--- src/rtl/core/gpn_pkg.sv ---
// Shared types and constants for the grid point normal estimation block.
package gpn_pkg;

    localparam int MAX_COLS_DEF = 1024;
    localparam int MAX_ROWS_DEF = 1024;

    localparam int PW     = 24;
    localparam int CFGW   = 11;
    localparam int CFG_IW = 1;
    localparam int NRMW   = 16;
    localparam int POSW   = 10;

    localparam int DIFW   = 25;
    localparam int OPW    = 31;
    localparam int PRODW  = 2 * OPW;
    localparam int NW     = 52;
    localparam int QW     = 62;
    localparam int LW     = 31;
    localparam int REMW   = 46;
    localparam int QUOW   = 15;
    localparam int STEPW  = 6;

    localparam logic [CFG_IW-1:0] REG_NUM_COLS = 1'b0;
    localparam logic [CFG_IW-1:0] REG_NUM_ROWS = 1'b1;

    localparam logic [QW-1:0] SQRT_BIT0 = QW'(1) << (QW - 2);

    localparam logic [STEPW-1:0] READ_LAST = STEPW'(4);
    localparam logic [STEPW-1:0] MUL_LAST  = STEPW'(12);
    localparam logic [STEPW-1:0] SQ_LAST   = STEPW'(3);
    localparam logic [STEPW-1:0] SQRT_LAST = STEPW'(31);
    localparam logic [STEPW-1:0] DIV_LAST  = STEPW'(47);

    typedef enum logic [3:0] {
        ST_IDLE,
        ST_READ,
        ST_MUL,
        ST_CHECK,
        ST_NORM,
        ST_SQ,
        ST_SQRT,
        ST_DIV,
        ST_FIN
    } state_t;

    typedef struct packed {
        logic             accept;
        logic             rd_en;
        logic             mul_en;
        logic             chk_en;
        logic             norm_en;
        logic             sq_en;
        logic             sqrt_en;
        logic             div_en;
        logic             load_out;
        logic [STEPW-1:0] step;
    } cmd_t;

    typedef struct packed {
        logic emit;
        logic interior;
        logic n_zero;
        logic norm_ok;
        logic out_free;
    } status_t;

endpackage

--- src/rtl/core/gpn_ctrl.sv ---
// Sequencer for the normal estimation datapath.
module gpn_ctrl import gpn_pkg::*; (
    input  logic    clk,
    input  logic    rst_n,
    input  logic    in_valid,
    output logic    in_ready,
    input  status_t status,
    output cmd_t    cmd
);

    state_t           state_reg, state_next;
    logic [STEPW-1:0] step_reg, step_next;

    always_ff @(posedge clk or negedge rst_n)
    begin
        if (!rst_n)
        begin
            state_reg <= ST_IDLE;
            step_reg  <= '0;
        end
        else
        begin
            state_reg <= state_next;
            step_reg  <= step_next;
        end
    end

    always_comb
    begin
        state_next = state_reg;
        step_next  = step_reg + 1'b1;
        case (state_reg)
            ST_IDLE:
            begin
                step_next = '0;
                if (in_valid)
                begin
                    if (!status.emit)
                        state_next = ST_IDLE;
                    else if (!status.interior)
                        state_next = ST_FIN;
                    else
                        state_next = ST_READ;
                end
            end
            ST_READ:
            begin
                if (step_reg == READ_LAST)
                begin
                    state_next = ST_MUL;
                    step_next  = '0;
                end
            end
            ST_MUL:
            begin
                if (step_reg == MUL_LAST)
                begin
                    state_next = ST_CHECK;
                    step_next  = '0;
                end
            end
            ST_CHECK:
            begin
                step_next  = '0;
                state_next = status.n_zero ? ST_FIN : ST_NORM;
            end
            ST_NORM:
            begin
                step_next = '0;
                if (status.norm_ok)
                    state_next = ST_SQ;
            end
            ST_SQ:
            begin
                if (step_reg == SQ_LAST)
                begin
                    state_next = ST_SQRT;
                    step_next  = '0;
                end
            end
            ST_SQRT:
            begin
                if (step_reg == SQRT_LAST)
                begin
                    state_next = ST_DIV;
                    step_next  = '0;
                end
            end
            ST_DIV:
            begin
                if (step_reg == DIV_LAST)
                begin
                    state_next = ST_FIN;
                    step_next  = '0;
                end
            end
            ST_FIN:
            begin
                step_next = '0;
                if (status.out_free)
                    state_next = ST_IDLE;
            end
            default:
            begin
                state_next = ST_IDLE;
                step_next  = '0;
            end
        endcase
    end

    always_comb
    begin
        cmd          = '0;
        cmd.step     = step_reg;
        in_ready     = 1'b0;
        case (state_reg)
            ST_IDLE:
            begin
                in_ready   = 1'b1;
                cmd.accept = in_valid;
            end
            ST_READ:  cmd.rd_en    = 1'b1;
            ST_MUL:   cmd.mul_en   = 1'b1;
            ST_CHECK: cmd.chk_en   = 1'b1;
            ST_NORM:  cmd.norm_en  = 1'b1;
            ST_SQ:    cmd.sq_en    = 1'b1;
            ST_SQRT:  cmd.sqrt_en  = 1'b1;
            ST_DIV:   cmd.div_en   = 1'b1;
            ST_FIN:   cmd.load_out = status.out_free;
            default:  cmd.step     = step_reg;
        endcase
    end

endmodule

--- config.mk ---
export PLATFORM = sky130hd
export DESIGN_NAME = gpn_ctrl
export DESIGN_NICKNAME = d
export VERILOG_FILES = /design/src/rtl/core/gpn_pkg.sv /design/src/rtl/core/gpn_ctrl.sv
export SDC_FILE = /design/constraint.sdc
export NUM_CORES = 1
export LEC_CHECK = 0
export ABC_AREA = 1
export BUFFER_PORTS_ARGS = -buffer_cell sky130_fd_sc_hd__buf_2
export CORE_MARGIN = 3
export CORE_UTILIZATION = 30
export CTS_BUF_LIST = sky130_fd_sc_hd__clkbuf_4 sky130_fd_sc_hd__clkbuf_8 sky130_fd_sc_hd__clkbuf_16
export DETAILED_ROUTE_END_ITERATION = 16
export PLACE_DENSITY = 0.59
export REMOVE_ABC_BUFFERS = 1
export SLEW_MARGIN = 20
export SYNTH_ARGS = -nofsm -noshare
export SYNTH_HDL_FRONTEND = slang
export SYNTH_SLANG_ARGS = --single-unit
export TNS_END_PERCENT = 5
--- constraint.sdc ---
create_clock -name clk -period 3.49 [get_ports clk]
set_input_delay 0.698 -clock clk [delete_from_list [all_inputs] [get_ports clk]]
set_output_delay 0.698 -clock clk [all_outputs]
set_load 0.005 [all_outputs]
==> Yosys cells after proc, flatten, opt, wreduce, memory -nomap -nowiden <==
Cells that the tools add are included.
{ "totals": {"regBits": 10, "latch_bits": 0, "ramBits": 0, "mem_bits_ro": 0, "input_bits": 8, "output_inout_bits": 16, "elab_cells": 54, "n_memories": 0} }
{ "classes": {"addsub": 1, "mul": 0, "n_div": 0, "magnitude_cmp": 0, "eq_ne": 21, "shifts": 0, "mux": 28, "n_bitwise": 0, "n_reduce_logical": 2} }
{ "op_table": {"columns": ["op", "count"], "rows": [
  ["4-bit 2-to-1 mux", 11],
  ["4-bit one-hot mux with 9 select lines", 1],
  ["6-bit 2-to-1 mux", 5],
  ["6-bit one-hot mux with 5 select lines", 1],
  ["4-bit by 3-bit == test with 1-bit output, second input constant", 4],
  ["2-bit != test, second input constant", 8],
  ["1-bit 2-to-1 mux", 10],
  ["4-bit by 2-bit == test with 1-bit output, second input constant", 2],
  ["8-bit AND reduction", 1],
  ["6-bit by 1-bit adder with 6-bit output, second input constant", 1],
  ["6-bit by 2-bit == test with 1-bit output, second input constant", 1],
  ["6-bit by 3-bit == test with 1-bit output, second input constant", 1],
  ["6-bit by 4-bit == test with 1-bit output, second input constant", 1],
  ["6-bit by 5-bit == test with 1-bit output, second input constant", 1],
  ["6-bit == test, second input constant", 1],
  ["4-bit by 1-bit == test with 1-bit output, second input constant", 1],
  ["4-bit == test, second input constant", 1],
  ["4-bit logical NOT", 1]
]} }

==> Depth between registers and ports, before layout <==
Gate-level depths: netlist of the first run.
{ "logic_depth": {"word_depth": 4, "depth_mapped": 11} }

==> Least setup slack after synthesis of the first run <==
No wires, ideal clock.
{ "synth_path": {"path_type": "input port to output port", "start": "input status[0] (netlist name)", "end": "output cmd[6] (netlist name)", "t_arrival_ns": 0.995, "required_ns": 2.792, "slack_ns": 1.797, "path_stages": 2, "path_buffers": 0, "path_cell_list": "inv_1 -> nor4_1"} }
{ "synth_lines": {"columns": ["item", "line_no", "rtl"], "rows": [
  ["start, declared", "gpn_ctrl.sv:7", "input status_t status,"],
  ["end, declared", "gpn_ctrl.sv:8", "output cmd_t cmd"]
]} }

==> out/summary.txt, run 1 <==
RSZ-0062 raised after global routing: no
WL final: 1.77 mm
Vias: 804
first drt pass iteration count: 4
min cycle time layout: 1.93 ns
most common cell in the netlist: nand2_1
WL/cell: 10.3 um
final worst slack: 1.56 ns
ANT cells: 0
clock root buffer: clkbuf_4
# hold bufs at CTS: 0
P_leak: 0.541 nW
Largest register FFs: 6
period utilization: 55.3%
max_cap viols: 0
normalized max-slew margin: 84.0%
global-route wire length before repair: 3.11 mm
Placed Area: 972 um2
global route overflow: 0
full die area: 3390 um2
post-synthesis cell area: 820 um2
Final setup viols: 0
critical path fanouts, max: 6
gpl congestion: 0.838
DR iter-0 viols: 13
Remaining DRCs: 0
initial antenna violation count: 0
Yosys top cell by area: dfrtp_1
Max IR drop VDD: 0.000308 V
Synth area leaders: dfrtp_1 (31%), nand2_1 (11%), nand2_2 (7.6%), nand3_1 (6.7%), nor2_4 (5.5%)
post-synth cell types: 23
Fmax achieved: 0.518 GHz
status: completed
TritonCTS clock tree: done
Final Max Slew Viols: 0
clk sinks: 10
Post-synth EDFFs: 0
grt met2 use: 17.5%
Tightest Hold Check Type: in -> async
Initial Util: 32.2%
Post-synth top cells: nand2_1 (23), inv_1 (11), nand3_1 (11), dfrtp_1 (10), nand2_2 (10)
grt peak-use layer: met2
Power Dens Cells: 731 nW/um2
met3 Use GR: 1.56%
antenna violation net count after detailed routing: 0
synthesized instance count: 115
clock tree buffer depth: 2
Num CTS Buffers: 3
Synth Register Bits: 10
DP Worst Slack: 1.63 ns
Worst-Margin Slew: 0.240 ns
fin area: 1010 um2
Row Count: 18
Data required, critical path: 2.79 ns
io pins: 24
share of cells above drive strength 1: 40.8%
Seq/Total Area, Yosys: 30.5%
Synth Warn #: 0
PortBufs: 23
worst path arrival time: 1.23 ns
Yosys top cell area share: 30.5%
Fin. Hold Viols: 0
Detailed Place HPWL: 1.52 mm
vias in the first global route: 748
Design Power: 0.737 mW
CP endpoint kind: output pin
fin nets: 153
met1 Track Usage GR: 16.3%
area delta synth->final: 23.1%
gr usage total: 11.8%
postcts setup bufs: 0
Synth Area per Inst: 7.13 um2
worst-case clock skew: 0.000561 ns
Core Area: 2540 um2
Die W: 58.3 um
Final Non-Filler Cells: 172
die height: 58.3 um
setup TNS: 0 ns
crit path launch type: flop
clock slew at reported path FFs: 0.06 ns
Post-synth top flop: dfrtp_1
Cells after DPL: 168
pin count of the biggest net entering global routing: 11
ratio of routed vias to standard cells: 4.67
asr flop ratio synth: 100%
critical setup path kind: reg -> out
clk_lat worst skew: 0.26 ns
Post-CTS Resized: 0
Max H-tree Level: 1
==> metrics by stage <==
step                      util [%]  hold slack, ns
after floorplan                  -           0.402
after global placement        38.2           0.496
after detailed placement      38.2           0.513
after CTS                     39.6           0.278
after global routing          39.6           0.279
final                         39.6           0.280
==> kinds of logic after synthesis <==
logic type / Yosys count / share of synthesized area [%]
simple gates: 74 / 49.3
buf+inv: 16 / 7.33
compound gates: 11 / 7.63
flops: 10 / 30.5
xor+xnor: 2 / 2.14
fa+ha+maj: 2 / 3.05
==> final cells by class <==
| cell class | count | area, um2 |
|---|---|---|
| well taps | 30 | 37.5 |
| fillers | 277 | 1540 |
| inverters | 16 | 60.1 |
| repair buffers | 23 | 115 |
| multi-input cells | 89 | 509 |
| flip-flops and latches | 10 | 250 |
| clock buffers | 4 | 36.3 |
==> where the power goes <==
part           leakage [nW]  switching, mW  internal, mW
sequential            0.134         0.0396         0.148
clock                0.0210         0.0378        0.0633
combinational         0.385          0.279         0.170
total                 0.541          0.356         0.381
==> layout by cell type, fill, tap and decap left out <==
master,count
clkbuf_4,3
nor2_4,4
buf_2,23
a21boi_1,1
o21ai_2,1
a21oi_1,7
nand4_1,1
nand3b_1,2
nand3_1,11
dfrtp_1,10
nand2_4,3
xor2_1,1
nor4_1,1
nor2_1,9
o22ai_1,1
nor2_2,7
inv_1,11
nor3_1,2
xnor2_1,1
or2_2,1
ha_1,2
inv_2,5
o21ai_0,1
clkbuf_8,1
nand2_2,10
nand2_1,23
==> critical path, cell delays in order, from the launching register on <==
cell     delay (ns)
dfrtp_1        0.40
inv_2          0.11
nand2_2        0.13
nor2_2         0.18
buf_2          0.14
==> per-layer routing <==
metal | up-vias | part of all wire (%)
met1 | 367 | 49
met5 | - | 0
met2 | 13 | 47
li1 | 422 | -
met4 | 0 | 1.2
met3 | 2 | 3.3
==> final timing paths <==
check | start | to | slack (ns) | cells after the start
worst min-delay path | rst_n | state_reg[3]$_DFFE_PN0P_ | 0.28 | 1
min in group clk | step_reg[0]$_DFF_PN0_ | step_reg[0]$_DFF_PN0_ | 0.53 | 1
worst max register to register | step_reg[0]$_DFF_PN0_ | state_reg[1]$_DFFE_PN0P_ | 1.99 | 10
max in group asynchronous | rst_n | step_reg[3]$_DFF_PN0_ | 3.03 | 1
worst min register to register | step_reg[0]$_DFF_PN0_ | step_reg[0]$_DFF_PN0_ | 0.53 | 1
worst max-delay path | state_reg[3]$_DFFE_PN0P_ | cmd[7] | 1.56 | 4
No activity file was read; power rests on OpenSTA's default activity.
==> inputs of run 2 (changes only) <==
==> constraint.sdc (replaced) <==
create_clock -name clk -period 1.84 [get_ports clk]
set_input_delay 0.368 -clock clk [delete_from_list [all_inputs] [get_ports clk]]
set_output_delay 0.368 -clock clk [all_outputs]
set_load 0.005 [all_outputs]
==> out/summary.txt, run 2 (synthesis results as in run 1) <==
status: completed (unchanged)
footprint of the multi-input gates: 509 um2 (unchanged)
Power Dens Cells: 1330 nW/um2 (was 731 nW/um2)
Max H-tree Level: 1 (unchanged)
Design Power: 1.34 mW (was 0.737 mW)
Critical R2R Launch: step_reg[0]$_DFF_PN0_ (unchanged)
clock slew at reported path FFs: 0.05 ns (was 0.06 ns)
share of cells above drive strength 1: 40.1% (was 40.8%)
Core Area: 2540 um2 (unchanged)
clk_lat worst skew: 0.25 ns (was 0.26 ns)
worst-case clock skew: 0.000416 ns (was 0.000561 ns)
fin area: 1000 um2 (was 1010 um2)
first drt pass iteration count: 4 (unchanged)
Cells after DPL: 168 (unchanged)
Largest register FFs: 6 (unchanged)
die height: 58.3 um (unchanged)
max_cap viols: 0 (unchanged)
initial antenna violation count: 0 (unchanged)
clock tree buffer depth: 2 (unchanged)
min cycle time layout: 1.60 ns
gpl congestion: 0.845 (was 0.838)
period utilization: 87.1%
worst hold start: status[0]
Final Util: 39.5% (was 39.6%)
Remaining DRCs: 0 (unchanged)
Fmax achieved: 0.624 GHz
Max IR drop VDD: 0.000532 V (was 0.000308 V)
Tightest Hold Check Type: in -> reg (was in -> async)
postcts setup bufs: 0 (unchanged)
WL/cell: 10.3 um (about the same)
pin count of the biggest net entering global routing: 11 (unchanged)
crit path launch type: flop (unchanged)
Final setup viols: 0 (unchanged)
most frequent cells in the layout: nand2_1 (23), buf_2 (23), inv_1 (11), nand3_1 (11) (unchanged)
P_leak: 0.538 nW (was 0.541 nW)
antenna violation net count after detailed routing: 0 (unchanged)
FF/Latch Area: 250 um2 (unchanged)
critical setup path kind: reg -> out (unchanged)
Final Non-Filler Cells: 172 (unchanged)
io pins: 24 (unchanged)
Die W: 58.3 um (unchanged)
WL final: 1.77 mm (about the same)
clk sinks: 10 (unchanged)
ratio of routed vias to standard cells: 4.60 (was 4.67)
gr usage total: 11.9% (was 11.8%)
Placed Area: 972 um2 (unchanged)
Worst-Margin Slew: 0.245 ns (was 0.240 ns)
Initial Util: 32.2% (unchanged)
critical path fanouts, max: 6 (unchanged)
Final Max Slew Viols: 0 (unchanged)
PortBufs: 23 (unchanged)
ANT cells: 0 (unchanged)
Row Count: 18 (unchanged)
global route overflow: 0 (unchanged)
setup TNS: 0 ns (unchanged)
Vias: 791 (was 804)
CP endpoint kind: output pin (unchanged)
filler cell count: 272 (was 277)
full die area: 3390 um2 (unchanged)
global-route wire length before repair: 3.17 mm (was 3.11 mm)
Fin. Hold Viols: 0 (unchanged)
fin nets: 154 (was 153)
area delta synth->final: 22.6% (was 23.1%)
TritonCTS clock tree: done (unchanged)
worst path arrival time: 1.23 ns (about the same)
Num CTS Buffers: 3 (unchanged)
vias in the first global route: 772 (was 748)
normalized max-slew margin: 83.7% (was 84.0%)
DR iter-0 viols: 30 (was 13)
crit path launch: state_reg[3]$_DFFE_PN0P_ (unchanged)
clock root buffer: clkbuf_4 (unchanged)
Data required, critical path: 1.47 ns (was 2.79 ns)
Detailed Place HPWL: 1.55 mm (was 1.52 mm)
RSZ-0062 raised after global routing: no (unchanged)
==> run 2: cell types whose count changed in the layout (fill, tap and decap cells not counted), sizes merged <==
| cell | change |
|---|---|
| clkbuf | -1 |
| dlygate4sd3 | +1 |
==> run 2: worst paths after layout <==
| check | end | slack [ns] | cells after the start |
|---|---|---|---|
| max | cmd[7] | 0.24 | 4 |
| max in group asynchronous | step_reg[2]$_DFF_PN0_ | 1.16 | 2 |
| min reg2reg | step_reg[0]$_DFF_PN0_ | 0.50 | 1 |
| max reg2reg | state_reg[2]$_DFFE_PN0P_ | 0.35 | 10 |
| min | state_reg[3]$_DFFE_PN0P_ | 0.44 | 4 |
| min in group asynchronous | state_reg[2]$_DFFE_PN0P_ | 0.49 | 2 |
==> run 2: repair_timing <==
action	in CTS	in global routing
setup endpoints to repair	0	0
resized for setup	0	0
hold buffers	1	0
endpoints found under the hold margin	10	0
==> run 2: critical path: stages, from the launching register on <==
cell and delay [ns]:
dfrtp_1 0.40, inv_2 0.11, nand2_2 0.14, nor2_2 0.19, buf_2 0.15
==> run 2: per-stage QoR <==
stage | hold slack (ns) | worst slack [ns]
global placement | 0.234 | 0.367
global route | 0.451 | 0.129
floorplan | 0.0724 | 0.458
detailed placement | 0.236 | 0.348
CTS | 0.424 | 0.237
finish | 0.438 | 0.238
==> run 2: report_power, final <==
part | switching (mW) | total [mW] | internal, mW
Clock | 0.0584 | 0.133 | 0.0746
Combinational | 0.526 | 0.849 | 0.323
Sequential | 0.0762 | 0.358 | 0.281
==> run 2: cell type report <==
cell class	count	area share, %
flip-flops and latches	10	24.9
multi-input cells	89	50.7
inverters	16	5.98
repair buffers	24	12.5
clock buffers	3	2.24
well taps	30	3.74
==> run 2: layer usage <==
layer	vias to the layer above	GRT usage, %	part of all wire [%]
met5	-	0	0
met4	0	5.96	1.0
met3	2	1.34	3.2
met2	11	19.1	50
met1	355	15.7	46
li1	423	-	-
